--- src/slab_cdiv.sv ---
// Pipelined divide by a constant: reciprocal multiply, then one-step correction.
`default_nettype none
module slab_cdiv #(
    parameter int     NW  = 34,
    parameter int     QW  = 18,
    parameter longint DIV = 3
) (
    input  wire logic          i_clk,
    input  wire logic          i_rst_n,
    input  wire logic          i_vld,
    input  wire logic [NW-1:0] i_num,
    output logic               o_vld,
    output logic [QW-1:0]      o_quo
);
    localparam int          PW      = 2 * NW + 1;
    localparam logic [63:0] RECIP64 = (64'd1 << NW) / 64'(DIV);
    localparam logic [NW:0] RECIP   = RECIP64[NW:0];
    localparam logic [NW-1:0] DIVW  = NW'(DIV);

    logic [PW-1:0] r_prod;
    logic [NW-1:0] r_num;
    logic [NW-1:0] r_qe;
    logic [NW-1:0] r_rem;
    logic [QW-1:0] r_quo;
    logic          r_v1;
    logic          r_v2;
    logic          r_v3;
    logic [NW-1:0] q_est;
    logic [NW-1:0] n_rem;

    // estimate is exact or one low
    assign q_est = r_prod[2*NW-1:NW];
    assign n_rem = r_num - NW'(q_est * DIVW);

    always_ff @(posedge i_clk) begin
        r_prod <= PW'(i_num) * PW'(RECIP);
        r_num  <= i_num;
        r_qe   <= q_est;
        r_rem  <= n_rem;
        r_quo  <= (r_rem >= DIVW) ? QW'(r_qe + NW'(1)) : QW'(r_qe);
    end

    always_ff @(posedge i_clk) begin
        if (!i_rst_n) begin
            r_v1 <= 1'b0;
            r_v2 <= 1'b0;
            r_v3 <= 1'b0;
        end else begin
            r_v1 <= i_vld;
            r_v2 <= r_v1;
            r_v3 <= r_v2;
        end
    end

    assign o_vld = r_v3;
    assign o_quo = r_quo;
endmodule
`default_nettype wire

--- config.mk ---
export PLATFORM = sky130hd
export DESIGN_NAME = slab_cdiv
export DESIGN_NICKNAME = d
export VERILOG_FILES = /design/src/slab_cdiv.sv
export SDC_FILE = /design/constraint.sdc
export NUM_CORES = 1
export LEC_CHECK = 0
export BUFFER_PORTS_ARGS = -buffer_cell sky130_fd_sc_hd__buf_4
export CAP_MARGIN = 20
export CORE_MARGIN = 8
export CORE_UTILIZATION = 48
export DETAILED_ROUTE_END_ITERATION = 16
export GPL_TIMING_DRIVEN = 0
export PLACE_DENSITY = 0.74
export SLEW_MARGIN = 10
export SYNTH_ARGS = -nofsm -noshare
export SYNTH_HDL_FRONTEND = slang
export SYNTH_SLANG_ARGS = --single-unit
export TNS_END_PERCENT = 10
--- constraint.sdc ---
create_clock -name i_clk -period 10.4 [get_ports i_clk]
set_input_delay 1.04 -clock i_clk [delete_from_list [all_inputs] [get_ports i_clk]]
set_output_delay 1.04 -clock i_clk [all_outputs]
set_load 0.02 [all_outputs]
---- After elaboration in Yosys (flattened, before gate mapping) ----
Cells that the tools add are included.
W data, S select, Z words.
word-level totals
  bits in registers ....................... 174
  output and inout bits ................... 19
cells by class
  multiplexer cells ....................... 1
  $add $sub $neg .......................... 2
  $lt $le $gt $ge ......................... 1
  multiply operators ...................... 2
operator list
  operator                  number
  $mul A34 B33 Y67 const B  1
  $ge A34 B2 Y1 const B     1
  $mul A33 B2 Y34 const B   1
  $sub A34 B34 Y34          1
  $add A18 B1 Y18 const B   1
  $mux W18                  1

---- Depth between registers and ports, before layout ----
Gate-level depths: netlist (run 1).
  depth after elaboration ................. 2
  depth in mapped cells ................... 28

---- Worst setup path before layout (run 1) ----
Ideal clock, no wire load.
  path type ............................... input port to flip-flop
  start point ............................. in i_num[5]
  end point ............................... reg r_prod[61]
  data arrival time ....................... 7.562 ns
  stages .................................. 26
  slack ................................... 2.713 ns
  cells stage by stage .................... ha_1 > xor2_1 > ha_1 > or2_2 > fa_1 > inv_1 > fa_1 > inv_1 > fa_1 > fa_1 > fa_1 > inv_1 > fa_1 > inv_1 > ha_1 > clkbuf_1 > a21oi_1 > o211ai_1 > a41oi_1 > nor2_1 > o41ai_1 > o21a_1 > o21a_1 > o21ai_1 > a31oi_1 > xnor2_1
between the ends
  cells in the longest elaborated chain, start to end .. 1
RTL lines
  item                    line  RTL
  start: declaration      11    input wire logic [NW-1:0] i_num,
  $mul A34 B33 Y67        36    r_prod <= PW'(i_num) * PW'(RECIP);
  end signal: assignment  36
  end: declaration        20    logic [PW-1:0] r_prod;
Every way passes these cells.
A chain may end at the register's enable or synchronous reset.

---- Worst setup path in the final report (run 1) ----
  start point ............................. in i_num[5]
  end point ............................... reg r_prod[57]
The elaborated chain is that of the path after synthesis.

==> results.sh, run 1 <==
export IMPL_status="finished clean"
export IMPL_dr_pass1_iters=5
export IMPL_yosysMostFrequentCell="inv_1"
export IMPL_synth_edf_count=0
export IMPL_yosys_area_share_simple_pct=6.15
export IMPL_path_class="in2reg"
export IMPL_synthAdderAreaFrac_pct=59.1
export IMPL_clk_pin_slew_ns=0.06
export IMPL_synth_top_area_cell="fa_1"
export IMPL_worstPathArrival_ns=9.02
export IMPL_layout_drive_gt1_share_pct=4.21
export IMPL_r2r_end="r_rem[30]$_DFF_P_"
export IMPL_async_flop_share_pct=0
export IMPL_avgSynthCellArea_um2=10.2
export IMPL_synth_top_area_share_pct=37.6
export IMPL_hp_class="reg2reg"
export IMPL_ctsResizeCount=0
export IMPL_ff2ff_setup_slack_ns=6.48
export IMPL_num_io_pins=56
export IMPL_slew_headroom_pct=35.4
export IMPL_grt_pass1_vias=16900
export IMPL_cp_end_kind="flip-flop"
export IMPL_die_area_um2=54700
export IMPL_gp_congestion=1.04
export IMPL_die_height_um=234
export IMPL_ys_warnings_count=0
export IMPL_crit_start="i_num[5]"
export IMPL_cts_htree_levels=4
export IMPL_syn_num_nets=3096
export IMPL_synth_common_cells="605 x inv_1, 428 x fa_1, 391 x ha_1"
export IMPL_synth_compound_area_share_pct=7.57
export IMPL_start_util_pct=48.2
export IMPL_cts_sinks=140
export IMPL_post_route_min_period_ns=8.70
export IMPL_wirelength_um=60100
export IMPL_maxSlewViolCount=0
export IMPL_synthTopCellsByArea="fa_1 38%, ha_1 21%, dfxtp_1 12%"
export IMPL_core_area_um2=47200
export IMPL_reg2reg_depth=13
export IMPL_worstPathRequired_ns=10.72
export IMPL_rows=80
export IMPL_postSynthRegisterBits=140
export IMPL_viasPerCell=5.35
export IMPL_grt_use_total_pct=22.7
export IMPL_rsz0062_at_grt="false"
export IMPL_vias=15700
export IMPL_wire_per_inst_um=20.4
export IMPL_fin_skew_ns=0.00905
export IMPL_tightestPinTransition_ns=0.956
export IMPL_finalCritPeriodShare_pct=83.6
export IMPL_die_w_um=234
export IMPL_nNetsFinal=3170
export IMPL_syn_inst=2240
export IMPL_insertion_delay_ns=0.42
export IMPL_hold_violations=0
export IMPL_drc_errors=0
export IMPL_crit_path_max_fanout=8
export IMPL_antenna_found_initial=1
export IMPL_ant_nets=0
export IMPL_post_synth_num_cell_types=56
export IMPL_reg2reg_from="r_prod[35]$_DFF_P_"
export IMPL_tritoncts="yes"
export IMPL_maxCapViolations=0
export IMPL_grt_max_degree=17
export IMPL_io_buffers=55
export IMPL_numCtsBuffers=17
export IMPL_dp_hpwl_um=55000
export IMPL_postCtsHoldBufs=0
export IMPL_clock_path_buffers=2
export IMPL_cts_setup_buffers=0
export IMPL_setup_tns_ns=0
export IMPL_max_clock_freq_mhz=115
export IMPL_finish_utilization_pct=52.0
export IMPL_grt_overflow=0
export IMPL_setup_viol=0
export IMPL_synth_xor_area_share_pct=4.46
export IMPL_ys_seq_area_share_pct=12.3
export IMPL_worst_setup_path_start_kind="input pin"
export IMPL_ys_flop_type="dfxtp_1"
export IMPL_muxShareOfSynthArea_pct=0.0495
export IMPL_cp_endpoint="r_prod[57]$_DFF_P_"
export IMPL_drtIter0Drc=1041
export IMPL_clockRootBuffer="clkbuf_16"
export IMPL_grt_pass1_wl_um=94100
export IMPL_synthesis_area_um2=22800
export IMPL_area_growth_synth_to_final_pct=7.80
export IMPL_synth_top_family_by_area="adder cells"
## state kept, by name, indices dropped and copies added, names as in the netlist
register,cells
r_rem,34
r_v2,1
r_prod,33
r_qe,18
o_vld,1
r_v1,1
r_num,34
o_quo,18
## critical path: stages
cell	delay, ns
buf_4	0.17
ha_1	0.36
xor2_1	0.27
ha_1	0.25
or2_2	0.36
fa_1	0.56
inv_1	0.06
fa_1	0.48
inv_1	0.05
fa_1	0.51
fa_1	0.44
fa_1	0.54
inv_1	0.05
fa_1	0.52
inv_1	0.04
ha_1	0.27
clkbuf_1	0.18
a21oi_1	0.23
o211ai_1	0.15
a41oi_1	0.29
nor2_1	0.08
o41ai_1	0.88
o21a_1	0.38
o21a_1	0.19
o21ai_1	0.16
a31oi_1	0.28
xnor2_1	0.19
## cells in the final DEF (no fill, tap or decap), types with 3 or more instances in the layout
| cell type | count |
|---|---|
| nand3_1 | 30 |
| nor3_1 | 12 |
| a31oi_1 | 15 |
| or3_1 | 3 |
| clkbuf_1 | 22 |
| nor4_1 | 11 |
| clkinvlp_4 | 4 |
| nor2b_1 | 10 |
| or2_2 | 4 |
| o31a_1 | 3 |
| a21boi_0 | 3 |
| and4_1 | 5 |
| clkbuf_16 | 17 |
| a21oi_1 | 89 |
| o211ai_1 | 12 |
| xnor2_1 | 72 |
| fa_1 | 428 |
| nand2_1 | 54 |
| a211o_1 | 3 |
| ha_1 | 391 |
| a211oi_1 | 4 |
| o21bai_1 | 10 |
| nand4_1 | 31 |
| dfxtp_1 | 140 |
| xor2_1 | 44 |
| and3_1 | 14 |
| inv_1 | 605 |
| buf_4 | 55 |
| o31ai_1 | 5 |
| a21o_1 | 54 |
| nor2_1 | 50 |
| inv_6 | 4 |
| nand2b_1 | 16 |
| and2_1 | 20 |
| o21a_1 | 13 |
| o21ai_0 | 37 |
## final cells by class
cell class | count | area, um^2
diodes | 1 | 2.50
inverters | 605 | 2270
multi-input cells | 1473 | 17600
clock buffers | 20 | 457
flip-flops and latches | 140 | 2800
clock inverters | 11 | 134
plain buffers | 22 | 83.8
well taps | 615 | 769
repair buffers | 55 | 413
fillers | 4193 | 22700
## stage by stage
stage	hold WS, ns	worst slack, ns	instances	area (um^2)
5_1_grt	0.361	1.47	2941	24500
6_report	0.357	1.70	2942	24500
3_5_place_dp	0.347	1.34	2910	24000
4_1_cts	0.358	1.77	2941	24500
2_1_floorplan	0.331	2.71	2240	22800
3_3_place_gp	0.347	1.44	2910	24000
## worst min-delay path by stage
stage                     cells past startpoint          startpoint  slack, ns               end
after floorplan                               0  r_prod[44]$_DFF_P_       0.33  r_qe[10]$_DFF_P_
after global placement                        0  r_prod[36]$_DFF_P_       0.35   r_qe[2]$_DFF_P_
after detailed placement                      0  r_prod[36]$_DFF_P_       0.35   r_qe[2]$_DFF_P_
after CTS                                     0  r_prod[36]$_DFF_P_       0.36   r_qe[2]$_DFF_P_
after global routing                          0  r_prod[36]$_DFF_P_       0.36   r_qe[2]$_DFF_P_
final                                         0  r_prod[36]$_DFF_P_       0.36   r_qe[2]$_DFF_P_
## metal layers
metal / share of wire, % / vias to the layer above / global-route usage (%)
met3: 4.7 / 134 / 2.81
met2: 48 / 504 / 38.6
met4: 5.1 / 2 / 10.3
met1: 42 / 7910 / 28.9
met5: 0.022 / - / 0
li1: - / 7188 / -
## logic make-up (layout without fill, tap and decap cells)
kind of cell,after synthesis,count (layout)
adder cells (fa/ha/maj),819,819
buffers and inverters,627,713
AO/OA/AOI/OAI,269,269
AND/OR/NAND/NOR,268,268
flip-flops,140,140
XOR/XNOR,116,116
multiplexers,1,1
other,0,1
Power of run 1 is not shown: default switching activity piles up to over one toggle a cycle in this logic, so the estimate is an artifact.
==> run 2: changes to the inputs <==
Settings changed: ABC_AREA from default to 1, PLACE_DENSITY 0.74 to 0.76.
Clock period 10.4 ns to 7.03 ns, I/O delays scaled along.
==> run 2 against run 1 <==
Die area up 11%. Count of clock-buffer cells in the layout down 1. Synthesized cell count up 38%. Flip-flop and latch count unchanged. Via count up 25%. Worst hold slack better by 0.039 ns. Clock skew up 0.0033 ns. Wire length up 28%. Sequential share of layout area down 1.2 points. Critical path type unchanged. Utilization up 0.14 points. Worst setup slack worse by 1.4 ns. First-iteration DRC count up 22%. Critical endpoint is now r_prod[42]$_DFF_P_.
==> results.sh, run 2 <==
export IMPL_status="finished clean"
export IMPL_worstPathRequired_ns=7.32
export IMPL_cp_end_kind="flip-flop"
export IMPL_postCtsHoldBufs=0
export IMPL_grt_pass1_vias=21100
export IMPL_tightestPinTransition_ns=0.552
export IMPL_cpMaxStageDelayCell="fa_1"
export IMPL_dp_hpwl_um=69300
export IMPL_reg2reg_from="r_prod[46]$_DFF_P_"
export IMPL_synth_edf_count=0
export IMPL_cpMostUsedCell="inv_1"
export IMPL_met3_usage_pct=7.43
export IMPL_rsz0062_at_grt="false"
export IMPL_async_flop_share_pct=0
export IMPL_crit_path_max_fanout=7
export IMPL_mostFrequentLayoutCells="849 x inv_1, 590 x nand2_1, 428 x fa_1, 390 x ha_1, 185 x nor2_1"
export IMPL_drtIter0Drc=1274
export IMPL_ant_nets=0
export IMPL_slew_headroom_pct=63.1
export IMPL_syn_inst=3086
export IMPL_wire_per_inst_um=19.9
export IMPL_reg_top3="r_num (34), r_rem (34), r_prod (33)"
export IMPL_synthTopCellsByArea="fa_1 34%, ha_1 19%, inv_1 13%"
export IMPL_cts_htree_levels=4
export IMPL_cts_sinks=140
export IMPL_maxCapViolations=0
export IMPL_viasPerCell=5.08
export IMPL_critical_path_top_delay_family="adder cells"
export IMPL_avgSynthCellArea_um2=8.24
export IMPL_yosysMostFrequentCell="inv_1"
export IMPL_grt_use_met1_pct=30.8
export IMPL_wirelength_um=76700
export IMPL_multi_input_area_um2=19500
export IMPL_tritoncts="yes"
export IMPL_die_height_um=246
export IMPL_layout_drive_gt1_share_pct=5.08
export IMPL_whs_endpoint="r_qe[8]$_DFF_P_"
export IMPL_grt_busiest_layer="met2"
export IMPL_hold_violations=0
export IMPL_holdPathStages=0
export IMPL_synth_top_area_share_pct=33.7
export IMPL_min_delay_start="r_prod[42]$_DFF_P_"
export IMPL_grt_overflow=0
export IMPL_gr_usage_met2_pct=44.2
export IMPL_setup_viol=0
export IMPL_num_io_pins=56
export IMPL_setup_tns_ns=0
export IMPL_final_common_cell="inv_1"
export IMPL_ys_warnings_count=0
export IMPL_place_area_um2=26700
export IMPL_area_growth_synth_to_final_pct=7.40
export IMPL_die_area_um2=60600
export IMPL_worst_setup_path_start_kind="input pin"
export IMPL_core_area_um2=52400
export IMPL_dr_pass1_iters=5
export IMPL_drc_errors=0
export IMPL_syn_num_nets=3942
export IMPL_insertion_delay_ns=0.48
export IMPL_rows=84
export IMPL_io_buffers=55
export IMPL_fin_skew_ns=0.0123
export IMPL_post_synth_num_cell_types=34
export IMPL_postLayoutCellArea_um2=27300
export IMPL_r2r_end="r_rem[33]$_DFF_P_"
export IMPL_clk_pin_slew_ns=0.06
export IMPL_diodes=0
export IMPL_synthesis_area_um2=25400
export IMPL_fillers=4971
export IMPL_ys_flop_type="dfxtp_1"
export IMPL_worst_slack_ns=0.299
export IMPL_hp_class="reg2reg"
export IMPL_reg2reg_depth=12
export IMPL_synth_common_cells="849 x inv_1, 593 x nand2_1, 428 x fa_1"
export IMPL_ff2ff_setup_slack_ns=4.04
export IMPL_gp_congestion=1.04
export IMPL_cpPeakStageDelay_ns=0.55
export IMPL_numCtsBuffers=17
export IMPL_cts_setup_buffers=0
export IMPL_grt_max_degree=17
export IMPL_path_class="in2reg"
export IMPL_max_clock_freq_mhz=149
export IMPL_worstPathArrival_ns=7.02
export IMPL_grt_use_total_pct=26.4
export IMPL_clock_path_buffers=2
export IMPL_synth_top_area_cell="fa_1"
export IMPL_maxSlewViolCount=0
export IMPL_postSynthRegisterBits=140
export IMPL_nNetsFinal=4016
export IMPL_antenna_found_initial=1
export IMPL_start_util_pct=48.5
export IMPL_path_buf_inv=8
export IMPL_seq_area_um2=2800
export IMPL_whs_ns=0.396
export IMPL_die_w_um=246
export IMPL_place_ws_ns=-0.452
export IMPL_clockRootBuffer="clkbuf_16"
export IMPL_post_route_min_period_ns=6.73
export IMPL_vias=19600
export IMPL_grt_pass1_wl_um=119000
export IMPL_finalCritPeriodShare_pct=95.8
export IMPL_ys_seq_area_share_pct=11.0
-- run 2: logic make-up (layout without fill, tap and decap cells) --
logic type	count (synthesis)	after routing	share of synthesized area, %
xor+xnor	82	82	2.82
fa+ha+maj	819	819	52.9
compound gates	223	223	4.83
buf+inv	860	946	12.7
flops	140	140	11.0
simple gates	962	962	15.7
-- run 2: worst max path at each step --
stage	startpoint	to	slack [ns]	cells past startpoint
2_1_floorplan	i_num[5]	r_prod[39]$_DFF_P_	0.83	25
3_3_place_gp	i_num[7]	r_prod[66]$_DFF_P_	-0.44	28
3_5_place_dp	i_num[7]	r_prod[66]$_DFF_P_	-0.45	28
4_1_cts	i_num[7]	r_prod[66]$_DFF_P_	0.03	28
5_1_grt	i_num[7]	r_prod[42]$_DFF_P_	0.007	27
6_report	i_num[7]	r_prod[42]$_DFF_P_	0.30	27
-- run 2: final cells by class --
class | instances | share of cell area (%)
clock inverters | 12 | 0.417
inverters | 859 | 11.8
flip-flops and latches | 140 | 10.3
multi-input cells | 2086 | 71.2
well taps | 688 | 3.15
clock buffers | 19 | 1.62
plain buffers | 1 | 0.0137
repair buffers | 55 | 1.51
-- run 2: repair_timing --
| action | in CTS | in global routing |
|---|---|---|
| gates resized for setup | 0 | 12 |
| hold endpoints to repair | 0 | 0 |
| setup endpoints to repair | 0 | 23 |
-- run 2: per-stage QoR --
| step | util, % | std cells |
|---|---|---|
| floorplan | - | 3086 |
| global placement | 50.9 | 3829 |
| detailed placement | 50.9 | 3829 |
| CTS | 52.0 | 3860 |
| global route | 52.1 | 3860 |
| finish | 52.1 | 3860 |
-- run 2: metal layers --
| layer | routed length (um) | part of all wire (%) |
|---|---|---|
| met1 | 29200 | 38 |
| met2 | 36500 | 48 |
| met3 | 6890 | 9.0 |
| met4 | 4150 | 5.4 |
| met5 | 0 | 0 |
-- run 2: worst register-to-register path, delay by kind of cell (launching register included) --
kind            cells  cell delay (ns)
fa+ha+maj           2             0.87
simple gates        8             1.12
flops               1             0.59
compound gates      1             0.13
buf+inv             1             0.17
Power of run 2 is left out for the same reason.
